===== src/hdl/sfd_pkg.sv =====
// ----------------------------------------------------------------------------
// sfd_pkg
// Shared types and constants of the per-source flood detector.
// ----------------------------------------------------------------------------
package sfd_pkg;

    localparam int TABLE_ENTRIES  = 256;
    localparam int IDX_W          = (TABLE_ENTRIES > 1) ? $clog2(TABLE_ENTRIES) : 1;
    localparam int CNT_W          = $clog2(TABLE_ENTRIES + 1);
    localparam int SWEEP_INTERVAL = 30;
    localparam int THR_W          = 20;
    localparam int WIN_W          = 16;
    localparam int LIMIT_W        = THR_W + 32;
    localparam int QUEUE_DEPTH    = 2;

    localparam logic [1:0] CFG_RATE_THRESHOLD = 2'd0;
    localparam logic [1:0] CFG_WINDOW         = 2'd1;
    localparam logic [1:0] CFG_MAX_CONN       = 2'd2;

    localparam logic OPC_ANALYZE = 1'b0;
    localparam logic OPC_CLEAR   = 1'b1;

    typedef struct packed {
        logic        opcode;
        logic [31:0] source_addr;
        logic [31:0] timestamp_seconds;
        logic        is_tcp;
        logic [15:0] target_port;
    } in_word_t;

    typedef struct packed {
        logic attack;
        logic pkt_rate_hi;
        logic conn_count_hi;
        logic conn_rate_hi;
        logic table_full;
    } out_word_t;

    // Classified job handed from the front part to the engine.
    typedef struct packed {
        logic        clear;
        logic [31:0] source;
        logic [31:0] now;
        logic        conn;
    } job_t;

    typedef struct packed {
        logic [THR_W-1:0] rate_threshold_q4;
        logic [WIN_W-1:0] window_seconds;
        logic [31:0]      conn_limit;
    } cfg_t;

    // One row of the source table memory.
    typedef struct packed {
        logic [31:0] source;
        logic [31:0] packets;
        logic [31:0] conns;
        logic [31:0] first_time;
        logic [31:0] last_time;
    } entry_t;

    // Handshake between the front queue and the engine.
    typedef struct packed {
        logic valid;
        job_t job;
    } queue_out_t;

    typedef enum logic [2:0] {
        ST_IDLE,
        ST_SCAN,
        ST_UPDATE,
        ST_MUL,
        ST_CMP,
        ST_RESULT
    } eng_state_t;

endpackage


===== src/hdl/sfd_front.sv =====
// ----------------------------------------------------------------------------
// sfd_front
// Accepts input words, classifies them into jobs and queues them.
// ----------------------------------------------------------------------------
module sfd_front (
    input  logic                clk,
    input  logic                rst_n,
    input  logic                in_valid,
    output logic                in_stall,
    input  sfd_pkg::in_word_t   in_data,
    input  logic                pop,
    output sfd_pkg::queue_out_t q_out
);

    localparam int PTR_W = (sfd_pkg::QUEUE_DEPTH > 1) ? $clog2(sfd_pkg::QUEUE_DEPTH) : 1;
    localparam int FILL_W = $clog2(sfd_pkg::QUEUE_DEPTH + 1);

    sfd_pkg::job_t     slot_reg [sfd_pkg::QUEUE_DEPTH];
    logic [PTR_W-1:0]  wr_ptr_reg, wr_ptr_next;
    logic [PTR_W-1:0]  rd_ptr_reg, rd_ptr_next;
    logic [FILL_W-1:0] fill_reg, fill_next;
    sfd_pkg::job_t     job;
    logic              push;
    logic              take;

    always_comb
    begin
        job.clear  = (in_data.opcode == sfd_pkg::OPC_CLEAR);
        job.source = in_data.source_addr;
        job.now    = in_data.timestamp_seconds;
        job.conn   = in_data.is_tcp && (in_data.target_port != 16'd0);
    end

    assign in_stall = (fill_reg == FILL_W'(sfd_pkg::QUEUE_DEPTH));
    assign push     = in_valid && !in_stall;
    assign take     = pop && (fill_reg != '0);

    always_comb
    begin
        wr_ptr_next = wr_ptr_reg;
        rd_ptr_next = rd_ptr_reg;
        if (push)
        begin
            wr_ptr_next = (wr_ptr_reg == PTR_W'(sfd_pkg::QUEUE_DEPTH - 1)) ? '0
                                                                          : wr_ptr_reg + 1'b1;
        end
        if (take)
        begin
            rd_ptr_next = (rd_ptr_reg == PTR_W'(sfd_pkg::QUEUE_DEPTH - 1)) ? '0
                                                                          : rd_ptr_reg + 1'b1;
        end
        fill_next = fill_reg + FILL_W'(push) - FILL_W'(take);
    end

    always_ff @(posedge clk or negedge rst_n)
    begin
        if (!rst_n)
        begin
            wr_ptr_reg <= '0;
            rd_ptr_reg <= '0;
            fill_reg   <= '0;
        end
        else
        begin
            wr_ptr_reg <= wr_ptr_next;
            rd_ptr_reg <= rd_ptr_next;
            fill_reg   <= fill_next;
        end
    end

    always_ff @(posedge clk)
    begin
        if (push)
        begin
            slot_reg[wr_ptr_reg] <= job;
        end
    end

    assign q_out.valid = (fill_reg != '0);
    assign q_out.job   = slot_reg[rd_ptr_reg];

endmodule


===== config.mk =====
export PLATFORM = sky130hd
export DESIGN_NAME = sfd_front
export DESIGN_NICKNAME = d
export VERILOG_FILES = /design/src/hdl/sfd_pkg.sv /design/src/hdl/sfd_front.sv
export SDC_FILE = /design/constraint.sdc
export NUM_CORES = 1
export LEC_CHECK = 0
export ABC_AREA = 1
export BUFFER_PORTS_ARGS = -buffer_cell sky130_fd_sc_hd__buf_2
export CAP_MARGIN = 25
export CORE_MARGIN = 5
export CORE_UTILIZATION = 46
export DETAILED_ROUTE_END_ITERATION = 16
export GPL_ROUTABILITY_DRIVEN = 0
export PLACE_DENSITY = 0.74
export SYNTH_ARGS = -nofsm -noshare
export SYNTH_HDL_FRONTEND = slang
export SYNTH_SLANG_ARGS = --single-unit
export TNS_END_PERCENT = 5

===== constraint.sdc =====
create_clock -name clk -period 3.79 [get_ports clk]
set_input_delay 0.1895 -clock clk [delete_from_list [all_inputs] [get_ports clk]]
set_output_delay 0.1895 -clock clk [all_outputs]
set_load 0.01 [all_outputs]

==> impl_metrics.ini, run 1 <==
[run_status]
status = finished clean

[timing]
fin_ws_ns = 1.71
hold-worst-slack_ns = 0.0419
finalSetupTns_ns = 0
hold_violations = 0
period_minus_slack_ns = 2.08
rsz0062_at_grt = false
slew_headroom_pct = 46.3
fmax_mhz = 481
setup_viol = 0
timing.final.crit_share_pct = 54.9
timing.final.max_slew_violations = 0
skew_ns = 0.00577
worstMarginPinSlew_ns = 0.804

[die]
core_sq_mm = 0.0108
die_h_um = 115
initial_core_util_pct = 46.9
io_pins = 154
chipWidth_um = 115
dieArea_sq_mm = 0.0132
placementRows = 38

[finish]
utilization_pct = 67.9
drive_above_1_share_pct = 30.6
largest_reg_flops = 132
final-seq-area_sq_mm = 0.00407
nNetsFinal = 700
diodes = 0
nFillCells = 722
multi_input_area_sq_um = 906
area_growth_pct = 44.8

[place]
dp_slack_ns = 1.81
hpwl_um = 6670
io_buffers = 153

[detailed_routing]
drtIter0Drc = 136
wire_per_inst_um = 14.5
dr_total_vias = 3521
wl_um = 11100
ant_nets = 0
dr.pass1.iters = 4
viasPerCell = 4.60
route.detailed.drc = 0

[synth]
ys_seq_elements = 136
syn_inst = 381
synth.avg_cell_area_sq_um = 13.3
yosys_warnings = 0
yosysUniqueCellTypes = 15
syn_nets = 469
syn-cell-area_sq_mm = 0.00506
synth-seq-area-share_pct = 80.3

[power_and_ir_drop]
peakVddDrop_mv = 0.417
total_power_mw = 5.56
leakage_nw = 3.19
p_per_area_mw_per_mm2 = 759

[min_path]
holdCritPathClass = input pin to register

[critical_path]
path_common_cell = nand2_1
arrival_ns = 1.89
startpoint_type = register
worst_ep_required_time_ns = 3.60
worstSetupEndpointType = primary output
slowest_stage = dfrtp_2
cp_max_fo = 40
cpPeakStageDelay_ns = 0.40
worstSetupPathType = register to primary output
crit_path_cell_trace = inv_2 -> buf_12 -> nand2_1 -> nand2_1 -> buf_2

[global_route]
grt_pass1_wl_um = 17700
grt_pass1_vias = 3822
grt_max_degree = 67
gr-usage-all-layers_pct = 17.7
globalRouteOverflowTotal = 0
antenna_found_initial = 0

[clock_tree]
clkSinkCount = 136
cts_resized = 0
cts.path.max_buffers = 2
cts_root_buf = clkbuf_8
h-tree-depth = 4
cts_setup_buffers = 0
clkTransAtPathRegs_ns = 0.06
cts_tree = yes
clk_latency_ns = 0.50
cts_buffers = 17
cts_hold_buf = 68

[flow_run]
cap_violations = 0
-- synthesized netlist by cell type, drive strengths merged --
library cell,number,area share [%]
a21oi,1,0.099
buf,13,1.5
clkbuf,1,0.074
dfrtp,4,2.0
edfxtp,132,78
ha,2,0.49
inv,6,0.45
nand2,203,15
nor2,13,0.96
o21ai,1,0.17
or2,1,0.12
xnor2,1,0.17
xor2,3,0.52
-- where the power goes --
part,switching (mW),internal [mW],leakage (nW),total [mW]
Clock,0.578,1.19,0.307,1.77
Combinational,1.06,0.579,1.61,1.64
Sequential,0.0848,2.06,1.27,2.14
-- through the flow --
stage	cell area [sq um]	instances
2_1_floorplan	5060	381
5_1_grt	7320	765
6_report	7320	765
4_1_cts	7320	765
3_5_place_dp	6000	665
3_3_place_gp	5980	664
-- logic make-up after synthesis --
family | after synthesis | share of synthesized area, %
AND/OR/NAND/NOR | 217 | 16.2
flip-flops | 136 | 80.3
buffers and inverters | 20 | 2.05
XOR/XNOR | 4 | 0.693
AO/OA/AOI/OAI | 2 | 0.272
adder cells (fa/ha/maj) | 2 | 0.495
-- metal layers --
metal	part of all wire, %	vias to the layer above	routed length, um	GRT usage [%]
met4	1.7	0	192	6.57
met5	0	-	0	0
met1	38	1628	4240	19.6
li1	-	1740	-	-
met2	52	134	5770	31.3
met3	7.8	19	859	6.42
-- placed cells by master, fill, tap and decap left out, types with 3 or more instances in the layout --
| master | count |
|---|---|
| bufinv_16 | 6 |
| buf_2 | 153 |
| buf_4 | 3 |
| clkinv_1 | 3 |
| nand2_1 | 203 |
| dlygate4sd3_1 | 68 |
| dfrtp_1 | 3 |
| clkbuf_16 | 16 |
| nor2_1 | 11 |
| xor2_1 | 3 |
| edfxtp_1 | 132 |
| inv_1 | 5 |
-- worst max-delay path, delay by kind of cell, from the launching register on --
family	cells	cell delay [ns]
buf+inv	3	0.80
flops	1	0.40
simple gates	2	0.16
-- layout make-up --
class	count	share of cell area, %
Inverter	6	0.307
Clock inverter	14	3.13
Tap cell	140	2.39
Multi-Input combinational cell	225	12.4
Timing Repair Buffer	226	20.6
Clock buffer	18	5.71
Sequential cell	136	55.5
-- final timing paths --
check | startpoint | to | slack, ns | depth (start not counted)
max | rd_ptr_reg$_DFFE_PN0P_ | q_out[60] | 1.71 | 5
min | in_data[16] | slot_reg[0][0]$_DFFE_PP_ | 0.04 | 3
max reg2reg | fill_reg[1]$_DFF_PN0_ | slot_reg[1][8]$_DFFE_PP_ | 1.83 | 4
min reg2reg | fill_reg[0]$_DFF_PN0_ | fill_reg[0]$_DFF_PN0_ | 0.58 | 1
max in group asynchronous | rst_n | rd_ptr_reg$_DFFE_PN0P_ | 3.00 | 3
min in group asynchronous | rst_n | wr_ptr_reg$_DFFE_PN0P_ | 0.59 | 3
No activity file was read; power rests on OpenSTA's default activity.
==> run 2: changes to the inputs <==
==> constraint.sdc (replaced) <==
create_clock -name clk -period 1.7 [get_ports clk]
set_input_delay 0.085 -clock clk [delete_from_list [all_inputs] [get_ports clk]]
set_output_delay 0.085 -clock clk [all_outputs]
set_load 0.01 [all_outputs]
==> run 2 against run 1 <==
First-iteration DRC count increased by 24%. Clock power rose by 110%. Setup slack lost 1.7 ns. Critical path type is now register to register. Sequential cell count did not move. Register-to-register slack lost 1.8 ns. Final cell count rose by 1.2%. Clock skew increased by 0.00079 ns. Global-route usage up 0.22 points. Die area is the same. Non-clock buffer count increased by 9. Largest power group unchanged. Wire length grew 7.2%. Combinational power rose to 2.5 times the previous value.
==> impl_metrics.ini, run 2 (synthesized netlist as in run 1, its figures left out) <==
[timing]
skew_ns = 0.00656
timing.final.crit_share_pct = 99.6
timing.final.max_slew_violations = 0
hold_violations = 0
period_minus_slack_ns = 1.69
fmax_mhz = 591
hold-worst-slack_ns = 0.0483
setup_viol = 0
worstMarginPinSlew_ns = 0.621
slew_headroom_pct = 58.6
rsz0062_at_grt = true

[global_route]
globalRouteOverflowTotal = 0
antenna_found_initial = 0
grt_max_degree = 39
grt_pass1_wl_um = 17900
grt_pass1_vias = 3629
gr-usage-all-layers_pct = 18.0

[place]
place_inst = 671
hpwl_um = 6870
io_buffers = 153

[detailed_routing]
drtIter0Drc = 169
dr_total_vias = 3600
dr.pass1.iters = 4
wire_per_inst_um = 15.3
route.detailed.drc = 0
wl_um = 11900
ant_nets = 0
viasPerCell = 4.65

[die]
io_pins = 154
dieArea_sq_mm = 0.0132
initial_core_util_pct = 46.9
chipWidth_um = 115
core_sq_mm = 0.0108
die_h_um = 115
placementRows = 38

[critical_path]
worstReg2RegStart = fill_reg[0]$_DFF_PN0_
startpoint_type = register
worstSetupEndpointType = register
reg2reg_setup_slack_ns = 0.008
worstSetupPathType = register to register
worst_ep_required_time_ns = 2.10
arrival_ns = 2.09
timing.rr.end = fill_reg[1]$_DFF_PN0_
rr_worst_depth = 8
cp_max_fo = 4

[clock_tree]
cts_root_buf = clkbuf_8
cts_buffers = 17
cts_tree = yes
cts.path.max_buffers = 2
cts_setup_buffers = 0
clkSinkCount = 136
clk_latency_ns = 0.52
h-tree-depth = 4
clkTransAtPathRegs_ns = 0.06

[min_path]
holdCritPathClass = input pin to register
holdPathStages = 5
min_from = in_data[7]
holdPathEnd = slot_reg[0][0]$_DFFE_PP_

[finish]
final_cell_mix = nand2_1 (200), buf_2 (152), edfxtp_1 (132)
largest_reg_flops = 132
final_common_cell = nand2_1
nNetsFinal = 710
stdcell_count = 774
drive_above_1_share_pct = 33.1
area_growth_pct = 47.9
diodes = 0
nFillCells = 713

[flow_run]
cap_violations = 0

[power_and_ir_drop]
peakVddDrop_mv = 1.08
p_per_area_mw_per_mm2 = 1690
leakage_nw = 3.23

[run_status]
status = finished clean
==> run 2: changes by cell type in the layout (fill, tap and decap cells not counted), sizes merged <==
cell	before	now
clkbuf	18	20
dlygate4sd3	68	69
nor2	13	14
inv	6	5
clkinvlp	2	4
buf	158	164
bufinv	6	4
==> run 2: cell type report <==
type	instances	area [sq um]	area share (%)
clock inverters	13	180	2.41
well taps	140	175	2.34
flip-flops and latches	136	4070	54.3
multi-input cells	226	950	12.7
clock buffers	18	418	5.59
inverters	6	27.5	0.368
repair buffers	235	1670	22.3
==> run 2: repair_timing <==
action / in CTS / in global routing
setup endpoints to repair: 77 / 59
gates cloned: 1 / 2
pin swaps: 1 / 1
hold buffers: 69 / 0
resized for setup: 1 / 17
hold endpoints to repair: 137 / 0
==> run 2: report_power, final <==
part | switching, mW | internal (mW) | leakage, nW | total [mW]
Sequential | 0.216 | 4.59 | 1.27 | 4.81
Clock | 1.32 | 2.36 | 0.278 | 3.69
Combinational | 2.54 | 1.62 | 1.69 | 4.17
==> run 2: through the flow <==
step	utilization (%)	TNS [ns]	setup WS, ns	total power [mW]	instance area (sq um)
after floorplan	-	-31.74	-0.251	6.98	5080
after global placement	56.3	-0.0423	-0.00236	8.52	6070
after detailed placement	56.3	-2.29	-0.0609	8.61	6070
after CTS	68.3	-0.0277	-0.0277	12.4	7370
after global routing	69.3	-0.263	-0.0264	13.4	7480
final	69.3	0	0.00757	12.7	7480
==> run 2: worst max-delay path, cell delays in order, from the launching register on <==
cell and delay, ns:
dfrtp_2 0.44, or2_1 0.26, nand2_2 0.10, inv_2 0.05
ha_4 0.26, inv_2 0.03, ha_2 0.17, xnor2_2 0.13
xor2_1 0.14
==> run 2: worst max path at each step <==
stage                                      from                   endpoint  slack, ns  cells past startpoint
after detailed placement  fill_reg[1]$_DFF_PN0_  slot_reg[1][19]$_DFFE_PP_      -0.06                      4
after CTS                 fill_reg[0]$_DFF_PN0_      fill_reg[1]$_DFF_PN0_      -0.03                      8
after global placement    fill_reg[1]$_DFF_PN0_  slot_reg[1][18]$_DFFE_PP_     -0.002                      4
after floorplan           fill_reg[1]$_DFF_PN0_   slot_reg[0][0]$_DFFE_PP_      -0.25                      3
after global routing      fill_reg[0]$_DFF_PN0_      fill_reg[1]$_DFF_PN0_      -0.03                      8
final                     fill_reg[0]$_DFF_PN0_      fill_reg[1]$_DFF_PN0_      0.008                      8
==> run 2: per-layer routing <==
layer | share of wire, % | wire [um] | GRT usage (%)
met1 | 40 | 4720 | 21.1
met3 | 7.4 | 884 | 5.89
met4 | 1.1 | 127 | 6.49
met2 | 52 | 6140 | 30.9
met5 | 0 | 0 | 0
